$ cat config.mk
export PLATFORM = sky130hd
export DESIGN_NAME = lttb_cell
export DESIGN_NICKNAME = d
export VERILOG_FILES = /design/src/rtl/lttb_downsampler_macros.svh /design/src/rtl/lttb_cell.sv
export SDC_FILE = /design/constraint.sdc
export NUM_CORES = 1
export LEC_CHECK = 0
export BUFFER_PORTS_ARGS = -buffer_cell sky130_fd_sc_hd__buf_4
export CORE_MARGIN = 2
export CORE_UTILIZATION = 40
export CTS_CLUSTER_SIZE = 16
export DETAILED_ROUTE_END_ITERATION = 8
export GPL_TIMING_DRIVEN = 0
export PLACE_DENSITY_LB_ADDON = 0.15
export SYNTH_ARGS = -nofsm -noshare
export SYNTH_HDL_FRONTEND = slang
export SYNTH_SLANG_ARGS = --single-unit
$ cat constraint.sdc
create_clock -name clk -period 8.4 [get_ports clk]
set_input_delay 0.84 -clock clk [delete_from_list [all_inputs] [get_ports clk]]
set_output_delay 0.84 -clock clk [all_outputs]
set_load 0.02 [all_outputs]
$ cat src/rtl/lttb_downsampler_macros.svh
// Assertion macros shared by the downsampler RTL.
// Every macro samples on clk and is disabled while rst_n is low.
`ifndef LTTB_DOWNSAMPLER_MACROS_SVH
`define LTTB_DOWNSAMPLER_MACROS_SVH

// The consequent must hold in the same cycle as the antecedent.
`define LTTB_ASSERT_NOW(label, ante, cons, msg) \
  label: assert property (@(posedge clk) disable iff (!rst_n) (ante) |-> (cons)) \
    else $error(msg);

// The consequent must hold in the cycle after the antecedent.
`define LTTB_ASSERT_NEXT(label, ante, cons, msg) \
  label: assert property (@(posedge clk) disable iff (!rst_n) (ante) |=> (cons)) \
    else $error(msg);

`endif

$ cat src/rtl/lttb_cell.sv
// One multiply-accumulate cell of the area chain; passes its point onward.
// No dependencies.
module lttb_cell #(
  parameter int OPW   = 17,
  parameter int ACC_W = 36,
  parameter int PT_W  = 32
) (
  input  logic                    clk,
  input  logic                    rst_n,
  input  logic                    vld_in,
  input  logic [PT_W-1:0]         pt_in,
  input  logic signed [ACC_W-1:0] acc_in,
  input  logic signed [OPW-1:0]   op_a,
  input  logic signed [OPW-1:0]   op_b,
  output logic                    vld_out,
  output logic [PT_W-1:0]         pt_out,
  output logic signed [ACC_W-1:0] acc_out
);

  logic signed [2*OPW-1:0] prod;
  logic                    vld_r;
  logic [PT_W-1:0]         pt_r;
  logic signed [ACC_W-1:0] acc_r;

  assign prod = op_a * op_b;

  always_ff @(posedge clk) begin
    if (!rst_n) begin
      vld_r <= 1'b0;
    end else begin
      vld_r <= vld_in;
    end
  end

  always_ff @(posedge clk) begin
    pt_r  <= pt_in;
    acc_r <= acc_in + ACC_W'(prod);
  end

  assign vld_out = vld_r;
  assign pt_out  = pt_r;
  assign acc_out = acc_r;

endmodule

# Word-level counts from Yosys, hierarchy flattened
# Index checks and enable logic that the tools add are counted.
# totals
out_inout_bits	69
reg_bits	69
elab_cells	5
# op_classes
n_mul	1
n_addsub	1
# op_table
operator	count
$add 36x34->36	1
$mul 17x17->34	1

# Depth between registers and ports, before layout
# logic_depth
depth_word	2
mapped_depth	24
mapped_depth_nobuf	22

# Worst setup path before layout
# OpenSTA, ideal clock, no wires.
# synth_timing
path_kind	input to register
from	in op_a[16]
to	reg acc_r[30], in the netlist acc_out[30]
setup_ns	0.123
path_slack_ns	1.612
arrival_time_ns	6.666
stages	20
path_buffers	2
path_cell_list	clkbuf_1 -> nand2_1 -> inv_1 -> fa_1 -> fa_1 -> ha_1 -> fa_1 -> fa_1 -> inv_1 -> fa_1 -> inv_1 -> ha_1 -> and2_1 -> buf_6 -> and3_1 -> a221o_1 -> a21o_1 -> o31a_1 -> a311oi_1 -> nor4_1
# synth_between
elab_chain_cells	2
# synth_rtl
item	line	source
start: declaration	lttb_cell.sv:13	input logic signed [OPW-1:0] op_a,
$mul 17x17->34	lttb_cell.sv:25	assign prod = op_a * op_b;
$add 36x34->36	lttb_cell.sv:37	acc_r <= acc_in + ACC_W'(prod);
end signal: assignment	lttb_cell.sv:37	
end: declaration	lttb_cell.sv:23	logic signed [ACC_W-1:0] acc_r;
# Every way passes these cells.
# A chain may end at the register's enable or synchronous reset.

# Worst setup path after layout
# layout_timing
from	in op_b[0]
to	reg acc_r[30], in the netlist acc_out[30]
# layout_between
elab_chain_cells	2
# layout_rtl
item	line	source
start: declaration	lttb_cell.sv:14	input logic signed [OPW-1:0] op_b,
$mul 17x17->34	lttb_cell.sv:25	
$add 36x34->36	lttb_cell.sv:37	
# Every way passes these cells.

==> results_dict.tcl <==
set metrics [dict create \
    status "finished clean" \
    num_io_pins 174 \
    fin_tns_setup_ns 0 \
    syn2layout_area_growth_pct 14.8 \
    ys_top_cells_by_count "460 x inv_1, 354 x fa_1, 146 x and2_1" \
    tightest_slew_ns 1.08 \
    portBuffers 167 \
    synth_top_cell_area_share_pct 49.1 \
    min_from "pt_in[14]" \
    vias 10300 \
    clock_path_buffers 2 \
    routedWlPerCell_um 17.6 \
    cp_common_cell "fa_1" \
    cp_data_arrival_time_ns 7.93 \
    hold_end "pt_out[14]" \
    clkTransAtPathRegs_ns 0.06 \
    critPathMaxFanout 15 \
    clock-root-buffer "clkbuf_16" \
    fp.dieH_um 194 \
    layout-drive-gt1-share_pct 11.2 \
    vias_per_cell 4.76 \
    core_um2 35600 \
    multiInputGateArea_um2 11200 \
    start_util_pct 40.6 \
    slowest_delay_ns 0.84 \
    cts.htree.levels 3 \
    grt_max_degree 17 \
    hold_class "in -> reg" \
    clock.fmax_mhz 129 \
    route.detailed.drc 0 \
    setup_ws_ns 0.660 \
    ys_warn_count 0 \
    wirelength_um 38200 \
    cts_tree "done" \
    fin_crit_ns 7.74 \
    crit_slowest_cell "inv_1" \
    crit_chain "buf_4 > clkbuf_1 > nand2_1 > inv_1 > fa_1 > fa_1 > ha_1 > fa_1 > fa_1 > inv_1 > fa_1 > inv_1 > ha_1 > and2_1 > buf_6 > and3_1 > a221o_1 > a21o_1 > o31a_1 > a311oi_1 > nor4_1" \
    yosysSeqAreaShare_pct 9.56 \
    yosysUniqueCellTypes 49 \
    grt_antenna_before_repair 0 \
    end_kind "register" \
    finalMaxSlewViolations 0 \
    netlist_area_um2 14400 \
    synth_cells 1521 \
    synth.ff_latch_count 69 \
    gr-total-overflow 0 \
    criticalPathCategory "in -> reg" \
    fin_nets 2264 \
    slew-limit-headroom_pct 27.8 \
    start_kind "input pin" \
    fp-row-count 69 \
    die_area_um2 37700 \
    grtUsageTotal_pct 21.9 \
    ctsResizeCount 0 \
    post-cts-setup-buffer-count 0 \
    fill_cells 3534 \
    syn_nets 2086 \
    dr.pass1.iters 4 \
    setup_violations 0 \
    ctsHoldBuffers 0 \
    grt_setup_unrepaired "no" \
    ant_nets 0 \
    seq_area_um2 1380 \
    cts_buffers 9 \
    fin_crit_sh_pct 92.1 \
    syn_avg_cell_area_um2 9.50 \
    drt_iter0_drc 414 \
    post-synth-top-count-cell "inv_1" \
    yosysTopAreaCell "fa_1" \
    grt_pass1_vias 11700 \
    finalHoldViolations 0 \
    grt_pass1_wl_um 63100 \
    synth_flop_cell "dfxtp_1" \
    die_x_um 194 \
    whs_path_depth 1 \
    synth-edff-count 0 \
    cap_violations 0 \
    dp_slack_ns 0.218 \
    worst_ep_required_time_ns 8.59 \
    synthTopCellsByArea "fa_1 49%, inv_1 12%, dfxtp_1 9.6%, ha_1 9.2%, and2_1 6.3%" \
    antenna_cells 0 \
    place_congestion 0.932 \
    cts.sinks 69 \
    hpwl_um 32600 \
    async_flop_share_pct 0 \
]
[how the worst max path moves through the flow]
stage | from | endpoint | slack [ns] | cells after the start
after floorplan | op_a[16] | acc_out[30] | 1.61 | 20
after global placement | op_b[0] | acc_out[30] | 0.26 | 21
after detailed placement | op_b[0] | acc_out[30] | 0.22 | 21
after CTS | op_b[0] | acc_out[30] | 0.55 | 21
after global routing | op_b[0] | acc_out[35] | 0.25 | 24
final | op_b[0] | acc_out[30] | 0.66 | 21
[metal layers]
metal | share of wire (%) | track usage (%) | vias up
li1 | - | - | 4690
met1 | 39 | 26.2 | 5293
met2 | 53 | 40.6 | 268
met3 | 5.0 | 3.79 | 52
met4 | 2.8 | 5.42 | 0
met5 | 0 | 0 | -
[flip-flops by register name (all words and copies together), names as in the netlist]
register	count
acc_out	36
pt_out	32
vld_out	1
[cells by family after synthesis]
| logic type | share of synthesized area, % |
|---|---|
| buf+inv | 13.2 |
| fa+ha+maj | 58.2 |
| simple gates | 12.4 |
| compound gates | 4.08 |
| flops | 9.56 |
| xor+xnor | 2.49 |
[worst max-delay path, delay by kind of cell]
kind	cells	cell delay [ns]
AOI/OAI and AO/OA	4	1.15
and+or+nand+nor	4	0.98
buffers and inverters	6	1.74
adders and majority gates	7	3.22
[layout by cell type (no fill, tap or decap), drive strengths merged, types with 3 or more instances in the layout]
cell type  count
xnor2         32
nor2b          5
o21bai         5
o21ai         14
nand3          7
buf          172
a21o           8
a211oi         5
fa           354
clkbuf        51
o21a           3
ha           106
xor2           9
o31ai          4
nand2b         9
inv          461
and2         146
nand4          4
nor3b          3
nand2        145
dfxtp         69
nor2          30
a21oi         32
o211ai         3
[area by class of cell]
class | count | share of cell area, %
Tap cell | 461 | 3.48
Sequential cell | 69 | 8.33
Timing Repair Buffer | 167 | 7.56
Inverter | 460 | 10.4
Clock inverter | 6 | 0.430
Clock buffer | 10 | 1.44
Multi-Input combinational cell | 946 | 67.3
Buffer | 46 | 1.09
[metrics by stage]
step	hold slack [ns]	instance area, um^2	std cells	util [%]
detailed placement	0.945	16300	2149	45.8
floorplan	0.868	14400	1521	-
CTS	0.595	16600	2165	46.6
global route	0.586	16600	2165	46.6
global placement	0.944	16300	2149	45.8
finish	0.611	16600	2165	46.6
Power is not shown: default switching activity piles up to over one toggle a cycle in this logic, so the estimate is an artifact.
