File: src/rtl/lttb_downsampler_macros.svh
// Assertion macros shared by the downsampler RTL.
// Every macro samples on clk and is disabled while rst_n is low.
`ifndef LTTB_DOWNSAMPLER_MACROS_SVH
`define LTTB_DOWNSAMPLER_MACROS_SVH

// The consequent must hold in the same cycle as the antecedent.
`define LTTB_ASSERT_NOW(label, ante, cons, msg) \
  label: assert property (@(posedge clk) disable iff (!rst_n) (ante) |-> (cons)) \
    else $error(msg);

// The consequent must hold in the cycle after the antecedent.
`define LTTB_ASSERT_NEXT(label, ante, cons, msg) \
  label: assert property (@(posedge clk) disable iff (!rst_n) (ante) |=> (cons)) \
    else $error(msg);

`endif

File: src/rtl/lttb_div.sv
// Restoring divider, one quotient bit per cycle, shared by the control FSM.
// No dependencies.
module lttb_div #(
  parameter int NUM_W = 33,
  parameter int DEN_W = 17
) (
  input  logic             clk,
  input  logic             rst_n,
  input  logic             start,
  input  logic [NUM_W-1:0] num,
  input  logic [DEN_W-1:0] den,
  output logic             done,
  output logic [NUM_W-1:0] quo,
  output logic [DEN_W-1:0] rem
);

  localparam int CNT_W = $clog2(NUM_W + 1);

  logic             busy_r;
  logic             done_r;
  logic [CNT_W-1:0] cnt_r;
  logic [NUM_W-1:0] num_r;
  logic [DEN_W-1:0] den_r;
  logic [DEN_W-1:0] rem_r;
  logic [DEN_W:0]   trial;
  logic [DEN_W:0]   diff;
  logic             qbit;

  assign trial = {rem_r, num_r[NUM_W-1]};
  assign diff  = trial - {1'b0, den_r};
  assign qbit  = (trial >= {1'b0, den_r});

  always_ff @(posedge clk) begin
    if (!rst_n) begin
      busy_r <= 1'b0;
      done_r <= 1'b0;
      cnt_r  <= '0;
    end else begin
      done_r <= 1'b0;
      if (start) begin
        busy_r <= 1'b1;
        cnt_r  <= CNT_W'(NUM_W);
      end else if (busy_r) begin
        cnt_r <= cnt_r - CNT_W'(1);
        if (cnt_r == CNT_W'(1)) begin
          busy_r <= 1'b0;
          done_r <= 1'b1;
        end
      end
    end
  end

  always_ff @(posedge clk) begin
    if (start) begin
      num_r <= num;
      den_r <= den;
      rem_r <= '0;
    end else if (busy_r) begin
      num_r <= {num_r[NUM_W-2:0], qbit};
      rem_r <= qbit ? diff[DEN_W-1:0] : trial[DEN_W-1:0];
    end
  end

  assign done = done_r;
  assign quo  = num_r;
  assign rem  = rem_r;

endmodule

File: config.mk
export PLATFORM = sky130hd
export DESIGN_NAME = lttb_div
export DESIGN_NICKNAME = d
export VERILOG_FILES = /design/src/rtl/lttb_downsampler_macros.svh /design/src/rtl/lttb_div.sv
export SDC_FILE = /design/constraint.sdc
export NUM_CORES = 1
export LEC_CHECK = 0
export ABC_AREA = 1
export CORE_MARGIN = 1
export CORE_UTILIZATION = 35
export CTS_CLUSTER_SIZE = 28
export DETAILED_ROUTE_END_ITERATION = 12
export DONT_BUFFER_PORTS = 1
export RECOVER_POWER = 50
export REMOVE_ABC_BUFFERS = 1
export SETUP_SLACK_MARGIN = 0.2
export SLEW_MARGIN = 20
export SYNTH_ARGS = -nofsm -noshare
export SYNTH_HDL_FRONTEND = slang
export SYNTH_SLANG_ARGS = --single-unit
File: constraint.sdc
create_clock -name clk -period 3.3 [get_ports clk]
set_input_delay 0.99 -clock clk [delete_from_list [all_inputs] [get_ports clk]]
set_output_delay 0.99 -clock clk [all_outputs]
set_load 0.05 [all_outputs]
==> Word level (Yosys, flattened, before mapping) <==
Cells that the tools add are included.
{ "totals": {"ff_bits": 75, "in_bits": 53, "word_cells": 25} }
{ "classes": {"n_addsub": 2, "n_lt_le_gt_ge": 1, "n_eq_ne": 1, "mux": 9, "bitwise": 2, "reduce_logical": 3} }
{ "ops": {"columns": ["cell", "n"], "rows": [
  ["two-way mux 33 bit", 2],
  ["greater-or-equal comparator 18 x 17 -> 1 bit", 1],
  ["two-way mux 17 bit", 1],
  ["subtractor 17 bit", 1],
  ["two-way mux 6 bit", 2],
  ["== test 6 x 1 -> 1 bit, second input constant", 1],
  ["subtractor 6 x 1 -> 6 bit, second input constant", 1],
  ["two-way mux 1 bit", 4],
  ["OR reduction 3 bit", 1],
  ["inverter 1 bit", 2],
  ["nonzero test 2 bit", 1],
  ["OR reduction 2 bit", 1]
]} }

==> Logic depth before layout (Yosys ltp) <==
Gate-level depths: netlist of run 1.
{ "depth": {"depth_word": 4, "depth_mapped": 15, "depth_no_buf": 15} }

==> Worst setup path before layout of run 1 <==
No wires, ideal clock.
{ "synth_path": {"path_kind": "input to register", "from": "in start", "to": "reg cnt_r[0]", "arrival_ps": 2644, "t_required_ps": 3243, "setup_slack_ps": 599, "path_stages": 6, "cell_sequence": "clkbuf_1 -> nor2_1 -> clkinv_1 -> o211ai_1 -> nand2_1 -> inv_1"} }
{ "synth_between": {"elab_chain_len": 1, "elab_cells_between_ends": 2} }
{ "synth_rtl": {"columns": ["item", "line", "source"], "rows": [
  ["start: declaration", "lttb_div.sv:9", "input logic start,"],
  ["two-way mux 6 bit / nonzero test 2 bit (equally long branches)", null, null],
  ["end signal: assignment", "lttb_div.sv:42", "cnt_r <= CNT_W'(NUM_W);"],
  ["end signal: assignment", "lttb_div.sv:44", "cnt_r <= cnt_r - CNT_W'(1);"],
  ["end: declaration", "lttb_div.sv:21", "logic [CNT_W-1:0] cnt_r;"]
]} }
Parallel ways exist; a longest one is shown, timed or not.
A chain may end at the register's enable or synchronous reset.

==> Worst setup path after layout of run 1 <==
{ "layout_path": {"from": "in start", "to": "reg num_r[17] (netlist: quo[17]) (enable)"} }
{ "layout_between": {"elab_chain_len": 1} }
{ "layout_rtl": {"columns": ["item", "line", "source"], "rows": [
  ["nonzero test 2 bit (no source line)", null, null],
  ["end signal: assignment", "lttb_div.sv:55", "num_r <= num;"],
  ["end signal: assignment", "lttb_div.sv:59", "num_r <= {num_r[NUM_W-2:0], qbit};"],
  ["end: declaration", "lttb_div.sv:22", "logic [NUM_W-1:0] num_r;"]
]} }
No other way between the ends.

==> results of run 1 <==
-- registers in the layout, indices dropped and copies added, names as in the netlist --
| signal | count |
|---|---|
| quo | 33 |
| den_r | 17 |
| rem | 17 |
| cnt_r | 6 |
| busy_r | 1 |
| done | 1 |
-- logic make-up (layout without fill, tap and decap cells) --
kind of cell,Yosys count,count (layout)
fa+ha+maj,20,20
flops,75,75
xor+xnor,8,8
compound gates,30,30
simple gates,321,321
buf+inv,91,114
-- worst max-delay path, cell delays in order --
cell and delay, ns:
nor2_1 0.04, clkinv_1 0.21, clkbuf_1 1.37
-- final timing paths --
| path | start | end | cells after the start |
|---|---|---|---|
| worst min-delay path | cnt_r[3] | cnt_r[3] | 2 |
| worst max-delay path | start | quo[17] | 3 |
| worst min register to register | cnt_r[3] | cnt_r[3] | 2 |
| worst max register to register | busy_r | quo[17] | 3 |
-- layout by cell type, fill, tap and decap left out, drive strengths merged, types with 2 or more instances in the layout --
master and count:
and2 2, buf 20, nand3 37, o21bai 2
nor3 6, o21ai 11, clkbuf 11, clkinv 4
edfxtp 50, nand3b 10, nor2 26, xnor2 7
ha 19, inv 77, nand2 237, clkinvlp 2
nor3b 2, a21oi 14, dfxtp 25
-- power groups by stage --
stage / clock, µW / sequential, µW / combinational [µW]
4_1_cts: 929 / 1280 / 225
6_report: 907 / 1280 / 220
3_3_place_gp: 0 / 1300 / 220
5_1_grt: 962 / 1290 / 253
3_5_place_dp: 0 / 1300 / 225
2_1_floorplan: 0 / 1290 / 163
-- per-stage QoR --
step | power, µW | std cells | utilization, %
final | 2410 | 711 | 40.9
after global routing | 2510 | 711 | 40.9
after CTS | 2440 | 711 | 41.1
after detailed placement | 1530 | 695 | 38.8
after global placement | 1520 | 695 | 38.8
after floorplan | 1460 | 531 | -
-- per-layer routing --
| metal | vias up | global-route usage [%] | part of all wire, % |
|---|---|---|---|
| met2 | 132 | 28.2 | 46 |
| met3 | 10 | 6.64 | 9.7 |
| met5 | - | 0 | 0 |
| met1 | 1547 | 19.1 | 42 |
| met4 | 0 | 6.31 | 1.7 |
| li1 | 1753 | - | - |
-- cell type report --
cell class | count | area, µm²
inverters | 77 | 289
multi-input cells | 379 | 1880
fillers | 1169 | 6890
clock buffers | 10 | 229
repair buffers | 21 | 154
flip-flops and latches | 75 | 2000
well taps | 143 | 179
clock inverters | 6 | 41.3
==> run_results.csv, run 1 <==
group,metric,value,unit
run_status,outcome,"finished with violations",
run_status,failed_checks,"max-capacitance violations, max-slew violations",
sta,final-setup-viol-count,0,
yosys,synth-edff-count,50,
routing,drt-pass1-iter-count,4,
pwr,ir_worst_vdd,0.000305,V
worst_setup_path,path_max_fanout,53,
routing,wl_per_cell,14.0,µm
worst_setup_path,end_kind,"register",
worst_setup_path,crit_required,3.23,ns
finish,nets,636,
pwr,power_density,505,nW/µm²
cts,post_cts_buffers,0,
cts,clockBufferDepth,2,
cts,clkTransAtPathRegs,0.06,ns
pwr,p_seq_share,53.3,%
hold_path,hold_class,"reg2reg",
yosys,syn_area,4270,µm²
routing,vias,3442,
pwr,swShare,30.6,%
floorplanning,boundaryPins,104,
routing,drtIter0Drc,164,
global_routing,grt_usage,16.7,%
global_routing,grt_pass1_wl,16.4,mm
yosys,yosys_warnings,0,
pwr,p_leak,0.00240,µW
pwr,p_int,1670,µW
sta,max_freq,366,MHz
sta,drv_slew,34,
pwr,power.switching,738,µW
sta,worst_pin_slew,1.88,ns
finish,layout-drive-gt1-share,9.51,%
worst_setup_path,worst_ep_arrival_time,2.66,ns
routing,drc_errors,0,
floorplanning,start_util,36.6,%
yosys,synthFlopType,"edfxtp_1",
sta,slew_headroom,-25.1,%
global_routing,grt_max_degree,54,
cts,ctsResizeCount,0,
cts,cts-buffers-inserted,9,
yosys,syn_inst,545,
pwr,clkPwrFrac,37.6,%
yosys,synth_most_common_cell,"nand2_1",
worst_setup_path,critPathKind,"in2reg",
sta,setup_tns,0,ns
worst_setup_path,r2r_slack,0.72,ns
floorplanning,rows,39,
yosys,ys_seq_area_share,46.9,%
sta,finalWorstSetupSlack,0.568,ns
yosys,synth_compound_area_share,4.22,%
finish,diodes,0,
floorplanning,die_w,112,µm
yosys,synth.largest_area_cell,"edfxtp_1",
floorplanning,core_area,11700,µm²
place,dpl_cell_area,4520,µm²
global_routing,antenna_found_initial,2,
yosys,synth_seq_cells,75,
flow_run,maxCapViolations,1,
sta,hold_violations,0,
sta,finalCritPeriodShare,82.8,%
place,hpwl,7.31,mm
yosys,async_flop_share,0,%
yosys,synth-xor-area-share,1.64,%
yosys,synth_common_cells,"232 x nand2_1, 75 x inv_1, 50 x edfxtp_1, 32 x nand3_1, 25 x dfxtp_1",
routing,ant_nets,0,
yosys,synth_mux_area_share,0,%
cts,clkSinkCount,75,
yosys,synth.avg_cell_area,7.83,µm²
place,place_congestion,0.844,
sta,rsz0062_at_grt,"no",
yosys,synthAdderAreaFrac,6.04,%
cts,htree_levels,3,
global_routing,grt_pass1_vias,3424,
sta,hold-worst-slack,0.529,ns
floorplanning,die_area,12600,µm²
worst_setup_path,startpoint_type,"input pin",
cts,root_buffer,"clkbuf_16",
pwr,p_comb_share,9.1,%
routing,wl,9.97,mm
cts,holdBufCountCts,0,
yosys,ys_types,36,
finish,syn2layout_area_growth,11.8,%
yosys,synthTopCellsByArea,"edfxtp_1 35%, nand2_1 20%, dfxtp_1 12%, inv_1 6.6%, ha_1 5.6%",
yosys,synthSimpleGateAreaFrac,32.1,%
sta,skew,0.00782,ns
global_routing,grt-ovfl-total,0,
yosys,synth_top_area_share,35.2,%
sta,period_minus_slack,2.73,ns
cts,tritoncts,"done",
place,portBuffers,0,
floorplanning,die_h,112,µm
finish,finalInstanceArea,4770,µm²
cts,clk_latency,0.34,ns
yosys,synth_top_family_by_area,"simple AND/OR/NAND/NOR gates",
place,place_ws,0.757,ns
routing,viasPerCell,4.84,
(Power assumes the default switching activity.)
==> inputs of run 2 (changes only) <==
- clock period: 3.3 -> 2.5 ns (I/O delays scaled with it)
==> run_results.csv, run 2 (synthesis results as in run 1) <==
group,metric,value,unit
routing,wl,9.99,mm
routing,viasPerCell,4.81,
pwr,power.switching,973,µW
worst_setup_path,path_cells,"inv_1, ha_1, inv_1, fa_1, nand3_1, nand3_2, nand2_4, buf_4, nand3_1, nand3_1, o21ai_0",
cts,root_buffer,"clkbuf_16",
run_status,outcome,"finished, final reports clean",
sta,final-setup-viol-count,0,
worst_setup_path,crit_required,2.70,ns
sta,skew,0.00732,ns
finish,final_cell_mix,"232 x nand2_1, 76 x inv_1, 50 x edfxtp_1",
place,place_congestion,0.817,
pwr,p_seq_share,52.5,%
flow_run,maxCapViolations,0,
cts,tritoncts,"done",
sta,setup_tns,0,ns
routing,wl_per_cell,14.0,µm
pwr,p_comb_share,9.3,%
worst_setup_path,end_kind,"register",
global_routing,grt-ovfl-total,0,
finish,layout_commonest_cell,"nand2_1",
global_routing,grt_pass1_vias,3459,
sta,max_freq,466,MHz
place,portBuffers,0,
global_routing,antenna_found_initial,1,
sta,period_minus_slack,2.15,ns
place,place_inst,700,
hold_path,hold_class,"in2reg",
worst_setup_path,r2r-start,"quo[32]",
floorplanning,die_w,112,µm
pwr,p_int,2240,µW
sta,worst_pin_slew,0.901,ns
routing,ant_nets,0,
finish,multi_input_area,1890,µm²
finish,fill_cells,1179,
worst_setup_path,reg2regPathDepth,11,
sta,finalCritPeriodShare,85.9,%
sta,drv_slew,0,
worst_setup_path,path_max_fanout,11,
sta,rsz0062_at_grt,"no",
pwr,p_leak,0.00244,µW
routing,drt-pass1-iter-count,4,
pwr,swShare,30.3,%
worst_setup_path,critPathKind,"reg2reg",
cts,clockBufferDepth,2,
routing,drc_errors,0,
floorplanning,rows,39,
worst_setup_path,slowest_delay,0.43,ns
cts,clkTransAtPathRegs,0.06,ns
worst_setup_path,worstReg2RegEnd,"rem[4]",
sta,hold_violations,0,
floorplanning,die_h,112,µm
place,hpwl,7.36,mm
routing,drtIter0Drc,163,
routing,vias,3447,
pwr,power_density,666,nW/µm²
worst_setup_path,endpoint,"rem[4]",
worst_setup_path,startpoint,"quo[32]",
hold_path,min-delay-start,"den[16]",
floorplanning,boundaryPins,104,
sta,slew_headroom,39.8,%
worst_setup_path,critPathSlowestCell,"fa_1",
cts,cts-buffers-inserted,9,
global_routing,grt_max_degree,54,
worst_setup_path,startpoint_type,"register",
cts,clkSinkCount,75,
finish,syn2layout_area_growth,13.0,%
pwr,clkPwrFrac,38.2,%
cts,clk_latency,0.34,ns
finish,diodes,0,
finish,nets,641,
floorplanning,core_area,11700,µm²
global_routing,grt_pass1_wl,16.3,mm
worst_setup_path,cp_top_family,"simple AND/OR/NAND/NOR gates",
finish,finalNonFillerCells,716,
finish,layout-drive-gt1-share,10.3,%
worst_setup_path,worst_ep_arrival_time,2.34,ns
finish,largest_reg_flops,33,
worst_setup_path,critPathMostFrequentCell,"nand3_1",
floorplanning,die_area,12600,µm²
floorplanning,start_util,36.6,%
cts,holdBufCountCts,0,
worst_setup_path,cp_num_buf_inv,3,
worst_setup_path,cp.depth,11,
pwr,ir_worst_vdd,0.000485,V
finish,register_area,2000,µm²
global_routing,grt_usage,16.6,%
worst_setup_path,r2r_slack,0.35,ns
cts,htree_levels,3,
==> run 2: per-layer routing <==
layer  vias to the layer above  share of wire, %  track usage [%]
met5                         -                 0                0
met4                         0               1.5             5.42
met3                        12               8.4             6.80
met2                       118                47             28.5
met1                      1553                43             18.7
li1                       1764                 -                -
==> run 2: power by group through the flow <==
stage                     Clock (µW)  Combinational [µW]  Sequential [µW]
after CTS                       1270                 304             1690
after global routing            1300                 341             1700
after global placement             0                 298             1710
final                           1230                 298             1690
after detailed placement           0                 304             1710
after floorplan                    0                 216             1710
==> run 2: worst min path at each step <==
stage	end	cells past startpoint
after floorplan	cnt_r[1]	2
after global placement	cnt_r[1]	2
after detailed placement	rem[16]	2
after CTS	den_r[2]	0
after global routing	den_r[2]	0
final	den_r[16]	0
==> run 2: layout make-up <==
type,count,area share (%)
Sequential cell,75,41.5
Multi-Input combinational cell,379,39.2
Inverter,77,5.99
Clock buffer,11,5.03
Timing Repair Buffer,26,3.84
Tap cell,143,3.71
Clock inverter,5,0.778
==> run 2: metrics by stage <==
stage	utilization [%]	cell area [µm²]	setup WS, ns	power [µW]	hold WS, ns
floorplan	-	4170	-0.178	1920	0.476
global placement	39.0	4540	0.429	2010	0.494
detailed placement	39.0	4540	0.321	2020	0.500
CTS	41.4	4820	0.299	3260	0.491
global route	41.4	4820	0.198	3340	0.487
finish	41.4	4820	0.353	3210	0.506
==> run 2: repair_timing <==
action	4_1_cts	5_1_grt
setup endpoints to repair	0	17
gates resized for setup	0	2
setup buffers	0	0
